[src/sv/wsm_pkg.sv]
// ----------------------------------------------------------------------------
// wsm_pkg
// Shared widths, constants and control types of the waveset metrics block.
// ----------------------------------------------------------------------------
package wsm_pkg;

    // running sum of squares, saturating
    localparam int SUM_W = 63;
    localparam logic [SUM_W-1:0] SUM_LIMIT = {SUM_W{1'b1}};

    // peak counter, saturating
    localparam int PEAK_W = 16;
    localparam logic [PEAK_W-1:0] PEAK_MAX = {PEAK_W{1'b1}};

    // square root result width (root of a 63-bit value)
    localparam int ROOT_W = 32;

    // result field widths
    localparam int RMS_W     = 24;
    localparam int LEN_OUT_W = 17;
    localparam int DUR_W     = 21;

    // duration scaling: length * 2^DUR_SHIFT / RATE_HZ
    localparam int DUR_SHIFT = 20;
    localparam int RATE_W    = 16;
    localparam logic [RATE_W-1:0] RATE_HZ = 16'd44100;

    // per-sample duration step: whole units plus a fraction in 1/RATE_HZ
    localparam int FRAC_W = RATE_W + 1;
    localparam logic [DUR_W-1:0]  DUR_WHOLE = DUR_W'((1 << DUR_SHIFT) / int'(RATE_HZ));
    localparam logic [FRAC_W-1:0] DUR_FRAC  = FRAC_W'((1 << DUR_SHIFT) % int'(RATE_HZ));

    // accumulator control from the sequencer
    typedef struct packed {
        logic mul;    // square the held sample, update count and peak history
        logic add;    // add the held square into the running sum
        logic clear;  // start a new waveset
    } wsm_acc_ctrl_t;

    // accumulator status back to the sequencer
    typedef struct packed {
        logic [SUM_W-1:0]  sum;
        logic [PEAK_W-1:0] peak;
        logic [DUR_W-1:0]  dur;
        logic              over;
    } wsm_acc_stat_t;

endpackage

[src/sv/wsm_accum.sv]
// ----------------------------------------------------------------------------
// wsm_accum
// Per-sample accumulation: square, saturating sum, count, duration and
// local maxima.
// ----------------------------------------------------------------------------
module wsm_accum #(
    parameter int MAX_LEN     = 65536,
    parameter int SAMPLE_BITS = 24,
    parameter int CNT_W       = 17
) (
    input  logic                          clk,
    input  logic                          rst_n,
    input  wsm_pkg::wsm_acc_ctrl_t        ctrl,
    input  logic signed [SAMPLE_BITS-1:0] sample,
    output logic [CNT_W-1:0]              count,
    output wsm_pkg::wsm_acc_stat_t        stat
);

    localparam logic [CNT_W-1:0] CNT_MAX = CNT_W'(MAX_LEN);

    logic [wsm_pkg::SUM_W-1:0]  sum_reg, sum_next;
    logic [wsm_pkg::SUM_W-1:0]  sq_reg, sq_next;
    logic [CNT_W-1:0]           count_reg, count_next;
    logic [wsm_pkg::PEAK_W-1:0] peak_reg, peak_next;
    logic [wsm_pkg::DUR_W-1:0]  dur_reg, dur_next;
    logic [wsm_pkg::FRAC_W-1:0] frac_reg, frac_next;
    logic                       over_reg, over_next;
    logic signed [SAMPLE_BITS-1:0] prev_one_reg, prev_one_next;
    logic signed [SAMPLE_BITS-1:0] prev_two_reg, prev_two_next;
    logic [1:0]                 hist_reg, hist_next;

    logic [SAMPLE_BITS-1:0]     mag;
    logic [2*SAMPLE_BITS-1:0]   prod;
    logic [wsm_pkg::SUM_W:0]    total;
    logic [wsm_pkg::FRAC_W-1:0] frac_sum;
    logic                       is_peak;

    // magnitude and square of the held sample
    assign mag  = sample[SAMPLE_BITS-1] ? (~sample + 1'b1) : sample;
    assign prod = mag * mag;

    // saturating sum
    assign total = {1'b0, sum_reg} + {1'b0, sq_reg};

    // duration fraction after one more sample
    assign frac_sum = frac_reg + wsm_pkg::DUR_FRAC;

    // strict local maximum at the previous sample
    assign is_peak = (hist_reg == 2'd2) && (prev_one_reg > prev_two_reg)
                     && (sample < prev_one_reg);

    // next state
    always_comb
    begin
        sum_next      = sum_reg;
        sq_next       = sq_reg;
        count_next    = count_reg;
        peak_next     = peak_reg;
        dur_next      = dur_reg;
        frac_next     = frac_reg;
        over_next     = over_reg;
        prev_one_next = prev_one_reg;
        prev_two_next = prev_two_reg;
        hist_next     = hist_reg;
        if (ctrl.clear)
        begin
            sum_next      = '0;
            count_next    = '0;
            peak_next     = '0;
            dur_next      = '0;
            frac_next     = '0;
            over_next     = 1'b0;
            prev_one_next = '0;
            prev_two_next = '0;
            hist_next     = 2'd0;
        end
        else if (ctrl.mul)
        begin
            if (count_reg >= CNT_MAX)
            begin
                // sample past the limit only marks the overflow
                over_next = 1'b1;
                sq_next   = '0;
            end
            else
            begin
                sq_next    = wsm_pkg::SUM_W'(prod);
                count_next = count_reg + 1'b1;
                // duration grows by one sample period, carry on a full unit
                if (frac_sum >= {1'b0, wsm_pkg::RATE_HZ})
                begin
                    frac_next = frac_sum - {1'b0, wsm_pkg::RATE_HZ};
                    dur_next  = dur_reg + wsm_pkg::DUR_WHOLE + 1'b1;
                end
                else
                begin
                    frac_next = frac_sum;
                    dur_next  = dur_reg + wsm_pkg::DUR_WHOLE;
                end
                if (is_peak && (peak_reg != wsm_pkg::PEAK_MAX))
                begin
                    peak_next = peak_reg + 1'b1;
                end
                prev_two_next = prev_one_reg;
                prev_one_next = sample;
                if (hist_reg != 2'd2)
                begin
                    hist_next = hist_reg + 2'd1;
                end
            end
        end
        else if (ctrl.add)
        begin
            if (total > {1'b0, wsm_pkg::SUM_LIMIT})
            begin
                sum_next = wsm_pkg::SUM_LIMIT;
            end
            else
            begin
                sum_next = total[wsm_pkg::SUM_W-1:0];
            end
        end
    end

    // state registers
    always_ff @(posedge clk or negedge rst_n)
    begin
        if (!rst_n)
        begin
            sum_reg      <= '0;
            count_reg    <= '0;
            peak_reg     <= '0;
            dur_reg      <= '0;
            frac_reg     <= '0;
            over_reg     <= 1'b0;
            prev_one_reg <= '0;
            prev_two_reg <= '0;
            hist_reg     <= 2'd0;
        end
        else
        begin
            sum_reg      <= sum_next;
            count_reg    <= count_next;
            peak_reg     <= peak_next;
            dur_reg      <= dur_next;
            frac_reg     <= frac_next;
            over_reg     <= over_next;
            prev_one_reg <= prev_one_next;
            prev_two_reg <= prev_two_next;
            hist_reg     <= hist_next;
        end
    end

    // held square, payload only
    always_ff @(posedge clk)
    begin
        sq_reg <= sq_next;
    end

    assign count     = count_reg;
    assign stat.sum  = sum_reg;
    assign stat.peak = peak_reg;
    assign stat.dur  = dur_reg;
    assign stat.over = over_reg;

    // count never passes the limit
    a_count_limit: assert property (@(posedge clk) disable iff (!rst_n)
        count_reg <= CNT_MAX)
        else $error("sample count above limit");

    // overflow only once the count is full
    a_over_full: assert property (@(posedge clk) disable iff (!rst_n)
        over_reg |-> (count_reg == CNT_MAX))
        else $error("overflow set with count below limit");

    // duration fraction stays below one unit
    a_frac_range: assert property (@(posedge clk) disable iff (!rst_n)
        frac_reg < {1'b0, wsm_pkg::RATE_HZ})
        else $error("duration fraction out of range");

    // clear empties the waveset state
    a_clear: assert property (@(posedge clk) disable iff (!rst_n)
        ctrl.clear |=> (count_reg == '0 && peak_reg == '0 && !over_reg && sum_reg == '0))
        else $error("state not cleared");

endmodule

[src/sv/wsm_divider.sv]
// ----------------------------------------------------------------------------
// wsm_divider
// Restoring divider, one quotient bit per cycle, for the mean square.
// ----------------------------------------------------------------------------
module wsm_divider #(
    parameter int NUM_W = 63,
    parameter int DEN_W = 17
) (
    input  logic             clk,
    input  logic             rst_n,
    input  logic             start,
    input  logic [NUM_W-1:0] num,
    input  logic [DEN_W-1:0] den,
    output logic             busy,
    output logic [NUM_W-1:0] quot
);

    localparam int CNT_W = $clog2(NUM_W + 1);

    logic             busy_reg, busy_next;
    logic [CNT_W-1:0] cnt_reg, cnt_next;
    logic [NUM_W-1:0] shift_reg, shift_next;
    logic [DEN_W-1:0] rem_reg, rem_next;
    logic [DEN_W-1:0] den_reg, den_next;
    logic [DEN_W:0]   trial;
    logic             fits;

    // trial subtract of the next dividend bit
    assign trial = {rem_reg, shift_reg[NUM_W-1]};
    assign fits  = trial >= {1'b0, den_reg};

    // step control
    always_comb
    begin
        busy_next  = busy_reg;
        cnt_next   = cnt_reg;
        shift_next = shift_reg;
        rem_next   = rem_reg;
        den_next   = den_reg;
        if (start)
        begin
            busy_next  = 1'b1;
            cnt_next   = CNT_W'(NUM_W);
            shift_next = num;
            rem_next   = '0;
            den_next   = den;
        end
        else if (busy_reg)
        begin
            cnt_next   = cnt_reg - 1'b1;
            shift_next = {shift_reg[NUM_W-2:0], fits};
            rem_next   = fits ? DEN_W'(trial - {1'b0, den_reg}) : trial[DEN_W-1:0];
            if (cnt_reg == CNT_W'(1))
            begin
                busy_next = 1'b0;
            end
        end
    end

    // control registers
    always_ff @(posedge clk or negedge rst_n)
    begin
        if (!rst_n)
        begin
            busy_reg <= 1'b0;
            cnt_reg  <= '0;
        end
        else
        begin
            busy_reg <= busy_next;
            cnt_reg  <= cnt_next;
        end
    end

    // datapath registers
    always_ff @(posedge clk)
    begin
        shift_reg <= shift_next;
        rem_reg   <= rem_next;
        den_reg   <= den_next;
    end

    assign busy = busy_reg;
    assign quot = shift_reg;

endmodule

[src/sv/wsm_isqrt.sv]
// ----------------------------------------------------------------------------
// wsm_isqrt
// Integer square root of the mean square, two radicand bits per cycle.
// ----------------------------------------------------------------------------
module wsm_isqrt (
    input  logic                        clk,
    input  logic                        rst_n,
    input  logic                        start,
    input  logic [wsm_pkg::SUM_W-1:0]   radicand,
    output logic                        busy,
    output logic [wsm_pkg::ROOT_W-1:0]  root
);

    localparam int W = wsm_pkg::SUM_W + 1;
    localparam logic [W-1:0] BIT_TOP = W'(1) << (W - 2);

    logic         busy_reg, busy_next;
    logic [W-1:0] x_reg, x_next;
    logic [W-1:0] res_reg, res_next;
    logic [W-1:0] bit_reg, bit_next;
    logic [W-1:0] trial;

    assign trial = res_reg + bit_reg;

    // one step of the digit-by-digit root
    always_comb
    begin
        busy_next = busy_reg;
        x_next    = x_reg;
        res_next  = res_reg;
        bit_next  = bit_reg;
        if (start)
        begin
            busy_next = 1'b1;
            x_next    = {1'b0, radicand};
            res_next  = '0;
            bit_next  = BIT_TOP;
        end
        else if (busy_reg)
        begin
            if (x_reg >= trial)
            begin
                x_next   = x_reg - trial;
                res_next = (res_reg >> 1) + bit_reg;
            end
            else
            begin
                res_next = res_reg >> 1;
            end
            bit_next = bit_reg >> 2;
            if (bit_reg[0])
            begin
                busy_next = 1'b0;
            end
        end
    end

    // control register
    always_ff @(posedge clk or negedge rst_n)
    begin
        if (!rst_n)
        begin
            busy_reg <= 1'b0;
        end
        else
        begin
            busy_reg <= busy_next;
        end
    end

    // datapath registers
    always_ff @(posedge clk)
    begin
        x_reg   <= x_next;
        res_reg <= res_next;
        bit_reg <= bit_next;
    end

    assign busy = busy_reg;
    assign root = res_reg[wsm_pkg::ROOT_W-1:0];

endmodule

[src/sv/waveset_rms_peak_metrics_top.sv]
// ----------------------------------------------------------------------------
// waveset_rms_peak_metrics_top
// RMS level, local maximum count, length and duration of one waveset.
// ----------------------------------------------------------------------------
// Samples arrive on the s_ channel, one per transfer, tlast on the final
// sample of a waveset. One result per waveset leaves on the m_ channel after
// the marked sample.
// Each sample is accepted, squared and then accumulated; s_tready is low
// while it is squared and accumulated. The duration is kept per sample by a
// compare and subtract. The marked sample then runs the back end: a 63-step
// serial divide for the mean square, then the root unit (32 steps), before
// m_tvalid rises. The serial divider is the longer of the two back-end units.
// The result sits in an output register: while the receiver stalls, the next
// waveset is taken in; a second result waits in the sequencer until the
// register frees, with s_tready low meanwhile.
// Reset clears all waveset state and drops m_tvalid; no clearing pass.
// Samples past MAX_LEN only set the overflow flag in m_tuser.
// ----------------------------------------------------------------------------
module waveset_rms_peak_metrics_top #(
    parameter int MAX_LEN     = 65536,
    parameter int SAMPLE_BITS = 24
) (
    input  logic                                 clk,
    input  logic                                 rst_n,
    input  logic                                 s_tvalid,
    output logic                                 s_tready,
    input  logic [((SAMPLE_BITS+7)/8)*8-1:0]     s_tdata,  // sample
    input  logic                                 s_tlast,  // last sample of waveset
    output logic                                 m_tvalid,
    input  logic                                 m_tready,
    output logic [79:0]                          m_tdata,  // rms_level, peak_total,
                                                           // length, duration
    output logic                                 m_tuser   // overflow
);

    localparam int CNT_W = $clog2(MAX_LEN + 1);

    // sequencer states
    localparam logic [2:0] ST_IDLE      = 3'd0;
    localparam logic [2:0] ST_MUL       = 3'd1;
    localparam logic [2:0] ST_ADD       = 3'd2;
    localparam logic [2:0] ST_MEAN      = 3'd3;
    localparam logic [2:0] ST_MEAN_WAIT = 3'd4;
    localparam logic [2:0] ST_ROOT      = 3'd5;
    localparam logic [2:0] ST_ROOT_WAIT = 3'd6;
    localparam logic [2:0] ST_OUT       = 3'd7;

    logic [2:0] state_reg, state_next;

    logic signed [SAMPLE_BITS-1:0] sample_reg;
    logic                          last_reg;
    logic [wsm_pkg::SUM_W-1:0]     mean_reg, mean_next;

    logic [wsm_pkg::RMS_W-1:0]     rms_reg;
    logic [wsm_pkg::PEAK_W-1:0]    peak_out_reg;
    logic [wsm_pkg::LEN_OUT_W-1:0] len_out_reg;
    logic [wsm_pkg::DUR_W-1:0]     dur_reg;
    logic                          over_out_reg;
    logic                          out_valid_reg, out_valid_next;

    wsm_pkg::wsm_acc_ctrl_t        acc_ctrl;
    wsm_pkg::wsm_acc_stat_t        acc_stat;
    logic [CNT_W-1:0]              count;

    logic                          in_xfer;
    logic                          out_free;
    logic                          out_load;
    logic                          div_start;
    logic                          div_busy;
    logic [wsm_pkg::SUM_W-1:0]     div_num;
    logic [CNT_W-1:0]              div_den;
    logic [wsm_pkg::SUM_W-1:0]     div_quot;
    logic                          sqrt_start;
    logic                          sqrt_busy;
    logic [wsm_pkg::ROOT_W-1:0]    sqrt_root;

    assign s_tready = (state_reg == ST_IDLE);
    assign in_xfer  = s_tvalid && s_tready;
    assign out_free = !out_valid_reg || m_tready;
    assign out_load = (state_reg == ST_OUT) && out_free;

    // accumulator steps
    assign acc_ctrl.mul   = (state_reg == ST_MUL);
    assign acc_ctrl.add   = (state_reg == ST_ADD);
    assign acc_ctrl.clear = out_load;

    // back-end unit starts and divider operands
    assign div_start  = (state_reg == ST_MEAN);
    assign sqrt_start = (state_reg == ST_ROOT);
    assign div_num    = acc_stat.sum;
    assign div_den    = count;

    // sequencer
    always_comb
    begin
        state_next = state_reg;
        mean_next  = mean_reg;
        case (state_reg)
            ST_IDLE:
            begin
                if (in_xfer)
                begin
                    state_next = ST_MUL;
                end
            end
            ST_MUL:
            begin
                state_next = ST_ADD;
            end
            ST_ADD:
            begin
                state_next = last_reg ? ST_MEAN : ST_IDLE;
            end
            ST_MEAN:
            begin
                state_next = ST_MEAN_WAIT;
            end
            ST_MEAN_WAIT:
            begin
                if (!div_busy)
                begin
                    mean_next  = (count == '0) ? '0 : div_quot;
                    state_next = ST_ROOT;
                end
            end
            ST_ROOT:
            begin
                state_next = ST_ROOT_WAIT;
            end
            ST_ROOT_WAIT:
            begin
                if (!sqrt_busy)
                begin
                    state_next = ST_OUT;
                end
            end
            ST_OUT:
            begin
                if (out_free)
                begin
                    state_next = ST_IDLE;
                end
            end
            default:
            begin
                state_next = ST_IDLE;
            end
        endcase
    end

    // output slot
    always_comb
    begin
        out_valid_next = out_valid_reg;
        if (out_load)
        begin
            out_valid_next = 1'b1;
        end
        else if (m_tready)
        begin
            out_valid_next = 1'b0;
        end
    end

    // control registers
    always_ff @(posedge clk or negedge rst_n)
    begin
        if (!rst_n)
        begin
            state_reg     <= ST_IDLE;
            out_valid_reg <= 1'b0;
        end
        else
        begin
            state_reg     <= state_next;
            out_valid_reg <= out_valid_next;
        end
    end

    // input hold and result payload
    always_ff @(posedge clk)
    begin
        mean_reg <= mean_next;
        if (in_xfer)
        begin
            sample_reg <= s_tdata[SAMPLE_BITS-1:0];
            last_reg   <= s_tlast;
        end
        if (out_load)
        begin
            rms_reg      <= sqrt_root[wsm_pkg::RMS_W-1:0];
            peak_out_reg <= acc_stat.peak;
            len_out_reg  <= wsm_pkg::LEN_OUT_W'(count);
            dur_reg      <= acc_stat.dur;
            over_out_reg <= acc_stat.over;
        end
    end

    // per-sample accumulation
    wsm_accum #(
        .MAX_LEN     (MAX_LEN),
        .SAMPLE_BITS (SAMPLE_BITS),
        .CNT_W       (CNT_W)
    ) u_accum (
        .clk    (clk),
        .rst_n  (rst_n),
        .ctrl   (acc_ctrl),
        .sample (sample_reg),
        .count  (count),
        .stat   (acc_stat)
    );

    // serial divider for the mean square
    wsm_divider #(
        .NUM_W (wsm_pkg::SUM_W),
        .DEN_W (CNT_W)
    ) u_divider (
        .clk   (clk),
        .rst_n (rst_n),
        .start (div_start),
        .num   (div_num),
        .den   (div_den),
        .busy  (div_busy),
        .quot  (div_quot)
    );

    // square root unit
    wsm_isqrt u_isqrt (
        .clk      (clk),
        .rst_n    (rst_n),
        .start    (sqrt_start),
        .radicand (mean_reg),
        .busy     (sqrt_busy),
        .root     (sqrt_root)
    );

    assign m_tvalid = out_valid_reg;
    assign m_tdata  = {2'b00, dur_reg, len_out_reg, peak_out_reg, rms_reg};
    assign m_tuser  = over_out_reg;

    // divider never restarted mid-division
    a_div_start: assert property (@(posedge clk) disable iff (!rst_n)
        div_start |-> !div_busy)
        else $error("divider started while busy");

    // root unit never restarted mid-run
    a_sqrt_start: assert property (@(posedge clk) disable iff (!rst_n)
        sqrt_start |-> !sqrt_busy)
        else $error("root unit started while busy");

    // one sample at a time
    a_one_sample: assert property (@(posedge clk) disable iff (!rst_n)
        in_xfer |=> !s_tready)
        else $error("sample accepted during processing");

    // a waiting result is never overwritten
    a_no_overwrite: assert property (@(posedge clk) disable iff (!rst_n)
        (out_valid_reg && !m_tready) |-> !out_load)
        else $error("pending result overwritten");

endmodule

[config.mk]
export PLATFORM = sky130hd
export DESIGN_NAME = waveset_rms_peak_metrics_top
export DESIGN_NICKNAME = d
export VERILOG_FILES = /design/src/sv/wsm_pkg.sv /design/src/sv/wsm_accum.sv /design/src/sv/wsm_divider.sv /design/src/sv/wsm_isqrt.sv /design/src/sv/waveset_rms_peak_metrics_top.sv
export SDC_FILE = /design/constraint.sdc
export NUM_CORES = 2
export LEC_CHECK = 0
export BUFFER_PORTS_ARGS = -buffer_cell sky130_fd_sc_hd__buf_2
export CORE_ASPECT_RATIO = 0.75
export CORE_UTILIZATION = 60
export DETAILED_ROUTE_END_ITERATION = 10
export PLACE_DENSITY_LB_ADDON = 0.15
export SKIP_LAST_GASP = 1
export SLEW_MARGIN = 10
export SYNTH_ARGS = -nofsm -noshare
export SYNTH_HDL_FRONTEND = slang
export SYNTH_SLANG_ARGS = --single-unit
export TNS_END_PERCENT = 50
[constraint.sdc]
create_clock -name clk -period 13.87 [get_ports clk]
set_input_delay 0 -clock clk [delete_from_list [all_inputs] [get_ports clk]]
set_output_delay 0 -clock clk [all_outputs]
set_load 0.005 [all_outputs]
==> qor.txt <==
Placed cell areas = 0.0575 sq mm
CP Buf/Inv Count = 7
Pin count of the biggest net entering global routing = 85
Slew Viols, Final = 0
# nets final = 7014
Average wire per standard cell = 19.5 um
Clock Path Buffers = 3
Worst EP required = 14.29 ns
Pwr dens = 72.4 mW/mm^2
Post-CTS Repair Setup Buffers = 0
Share of layout cells above drive strength 1 = 5.59%
Main combinational cell family by area after synthesis = adder cells
Area of the mapped netlist = 0.0559 sq mm
Max cap viols = 0
Number of CTS-inserted buffers = 72
Vias per std cell = 5.95
Pleak = 0.0274 uW
Tot GR Track Use = 30.9%
Crit path kind = reg2reg
Critical Path Slowest Stage Cell = xor2_1
Final count of negative-setup-slack endpoints = 0
Placeable Area = 0.0919 sq mm
Distinct cells, synth = 90
Worst-path maximum fanout = 17
Worst R2R Path Depth = 34
Synth Area in Compound Gates = 15.4%
Crit-path max cell delay = 0.86 ns
Seq/Total Area, Yosys = 32.0%
Initial antenna violation count = 5
Post-synthesis register bit count = 666
Die height = 266 um
Critical path arrival = 11.39 ns
Clk sink count = 666
Syn Inst Count = 6123
Pre-antenna DRT Iters = 6
Area growth syn-to-layout = 7.74%
Period utilisation layout = 79.1%
H-Tree Depth = 3
Ys flop type = edfxtp_1
Min-Delay Path Depth = 2
Root Buffer = clkbuf_16
Worst skew pair latency = 0.68 ns
Post-Synth Simple-Gate Area = 14.5%
Via count of the first global-routing pass = 42600
Most common cell after layout, fill and taps aside = inv_1
FF+latch area = 0.0179 sq mm
Chip width = 355 um
DR iter-0 viols = 4305
Gr ovfl total = 0
Commonest non-fill, non-tap cells in the layout = inv_1, nand2_1, nor2_1, fa_1, ha_1
Cell depth of the worst setup path = 34
Mean Syn Cell Area = 9.13 sq um
Peak Freq = 91.1 MHz
Antenna viol nets, final = 0
DRC viols = 0
Status = finished clean
Yosys warns = 0
Worst min-delay path category = in2reg
Post-synth ARST share = 29.3%
GP Congestion = 0.999
Post-synth EDFFs = 357
CTS resizes = 0
Std cell rows = 96
IO Count = 112
Setup TNS = 0 ns
Post-DP HPWL = 109000 um
Hold buffer count at CTS = 31
Clock skew = 0.0326 ns
Multi-input gate area = 0.0343 sq mm
Worst-Margin Slew = 1.18 ns
Post-synthesis adder-cell area fraction = 24.9%
Final Hold Viols = 0
Design Area, Final = 0.0603 sq mm
RSZ-0062 raised after global routing = false
Max IR drop VDD = 103 uV
Initial cell density of the core = 60.9%
CTS tree = yes
Tmin final = 10.98 ns
Clock-pin slew of the registers on the worst-case setup and hold paths = 0.07 ns
Buffers on Ports = 109
Vias = 44100
CP startpoint kind = register
Die Area = 0.0945 sq mm
Global-route wire length before repair = 232000 um
Total Wirelength = 145000 um
Crit end category = register
Fillers = 7556
Slew HR = 21.3%
Most frequent cell on the critical path = fa_1
Mux contribution to synthesized area = 1.06%
CP delay by family, top = adder cells
Synth Area in XOR/XNOR = 5.12%
cells in the mapped netlist, types with 8 or more instances:
| library cell | number | area share [%] |
|---|---|---|
| a211o_1 | 12 | 0.19 |
| a211oi_1 | 49 | 0.66 |
| o211ai_1 | 21 | 0.28 |
| dfrtp_1 | 195 | 8.7 |
| clkbuf_1 | 251 | 1.7 |
| o22ai_1 | 34 | 0.38 |
| nor2b_1 | 47 | 0.53 |
| nand3_1 | 99 | 0.89 |
| and2_1 | 82 | 0.92 |
| o21a_1 | 43 | 0.58 |
| a31oi_1 | 111 | 1.2 |
| nor4_1 | 22 | 0.25 |
| or3_1 | 23 | 0.26 |
| fa_1 | 430 | 15 |
| o21bai_1 | 31 | 0.42 |
| a21oi_1 | 411 | 3.7 |
| and4_1 | 10 | 0.16 |
| buf_1 | 18 | 0.12 |
| xor2_1 | 148 | 2.3 |
| nand4_1 | 84 | 0.94 |
| inv_1 | 748 | 5.0 |
| o31a_1 | 12 | 0.19 |
| or4_1 | 8 | 0.11 |
| dfxtp_1 | 114 | 4.1 |
| o31ai_1 | 35 | 0.47 |
| nand2_1 | 696 | 4.7 |
| o21ai_0 | 322 | 2.9 |
| a21o_1 | 152 | 2.0 |
| ha_1 | 425 | 9.5 |
| and3_1 | 40 | 0.45 |
| edfxtp_1 | 357 | 19 |
| a311oi_1 | 19 | 0.30 |
| a21boi_0 | 15 | 0.20 |
| nand2b_1 | 43 | 0.48 |
| a41oi_1 | 10 | 0.16 |
| xnor2_1 | 179 | 2.8 |
| mux2i_1 | 57 | 1.0 |
| o2111ai_1 | 8 | 0.13 |
| a31o_2 | 18 | 0.28 |
| nor2_1 | 500 | 3.4 |
| nor3_1 | 99 | 0.89 |
| nor3b_1 | 10 | 0.13 |
cell type report:
| type | count | share of cell area, % |
|---|---|---|
| Antenna cell | 4 | 0.0166 |
| Clock buffer | 98 | 3.35 |
| Clock inverter | 35 | 0.689 |
| Inverter | 756 | 4.71 |
| Multi-Input combinational cell | 4441 | 56.9 |
| Sequential cell | 666 | 29.7 |
| Tap cell | 1225 | 2.54 |
| Timing Repair Buffer | 193 | 2.13 |
worst paths after layout:
check | to | slack, ns | startpoint
min in group asynchronous | u_accum.prev_two_reg[1] | 0.33 | rst_n
max in group asynchronous | u_isqrt.busy | 11.59 | rst_n
worst min-delay path | sample_reg[6] | 0.05 | s_tdata[6]
worst max register to register | u_accum.sq_reg[45] | 2.89 | sample_reg[0]
worst max-delay path | u_accum.sq_reg[45] | 2.89 | sample_reg[0]
worst min register to register | peak_out_reg[9] | 0.46 | u_accum.peak_reg[9]
cell families after synthesis:
logic type                 Yosys count
xor gates and xnor gates           327
DFF                                666
buffers and inverters             1035
muxes                               59
AOI/OAI and AO/OA                 1381
other                                2
adders and majority gates          855
and+or+nand+nor                   1798
per-layer routing:
metal	track usage, %	routed length, um	vias to the layer above
met4	8.47	3480	2
met3	9.49	14600	231
li1	-	-	20900
met1	45.2	66500	21300
met2	44.3	60200	1674
met5	0	13	-
stage by stage:
stage                     cells  hold WS [ns]  util [%]  power [uW]  setup slack [ns]
after floorplan            6142        -0.296         -        2310              3.82
after global placement     7250        0.0354      62.6        2390              3.32
after detailed placement   7250        0.0376      62.6        2390              3.01
after CTS                  7414       0.00200      65.6        4400              2.99
after global routing       7414        0.0116      65.6        4500              2.30
final                      7418        0.0454      65.6        4360              2.89
power by group:
group | internal (uW) | switching, uW
Clock | 1130 | 872
Sequential | 2070 | 0.00000000000000884
Combinational | 121 | 172
(Power assumes the default switching activity.)
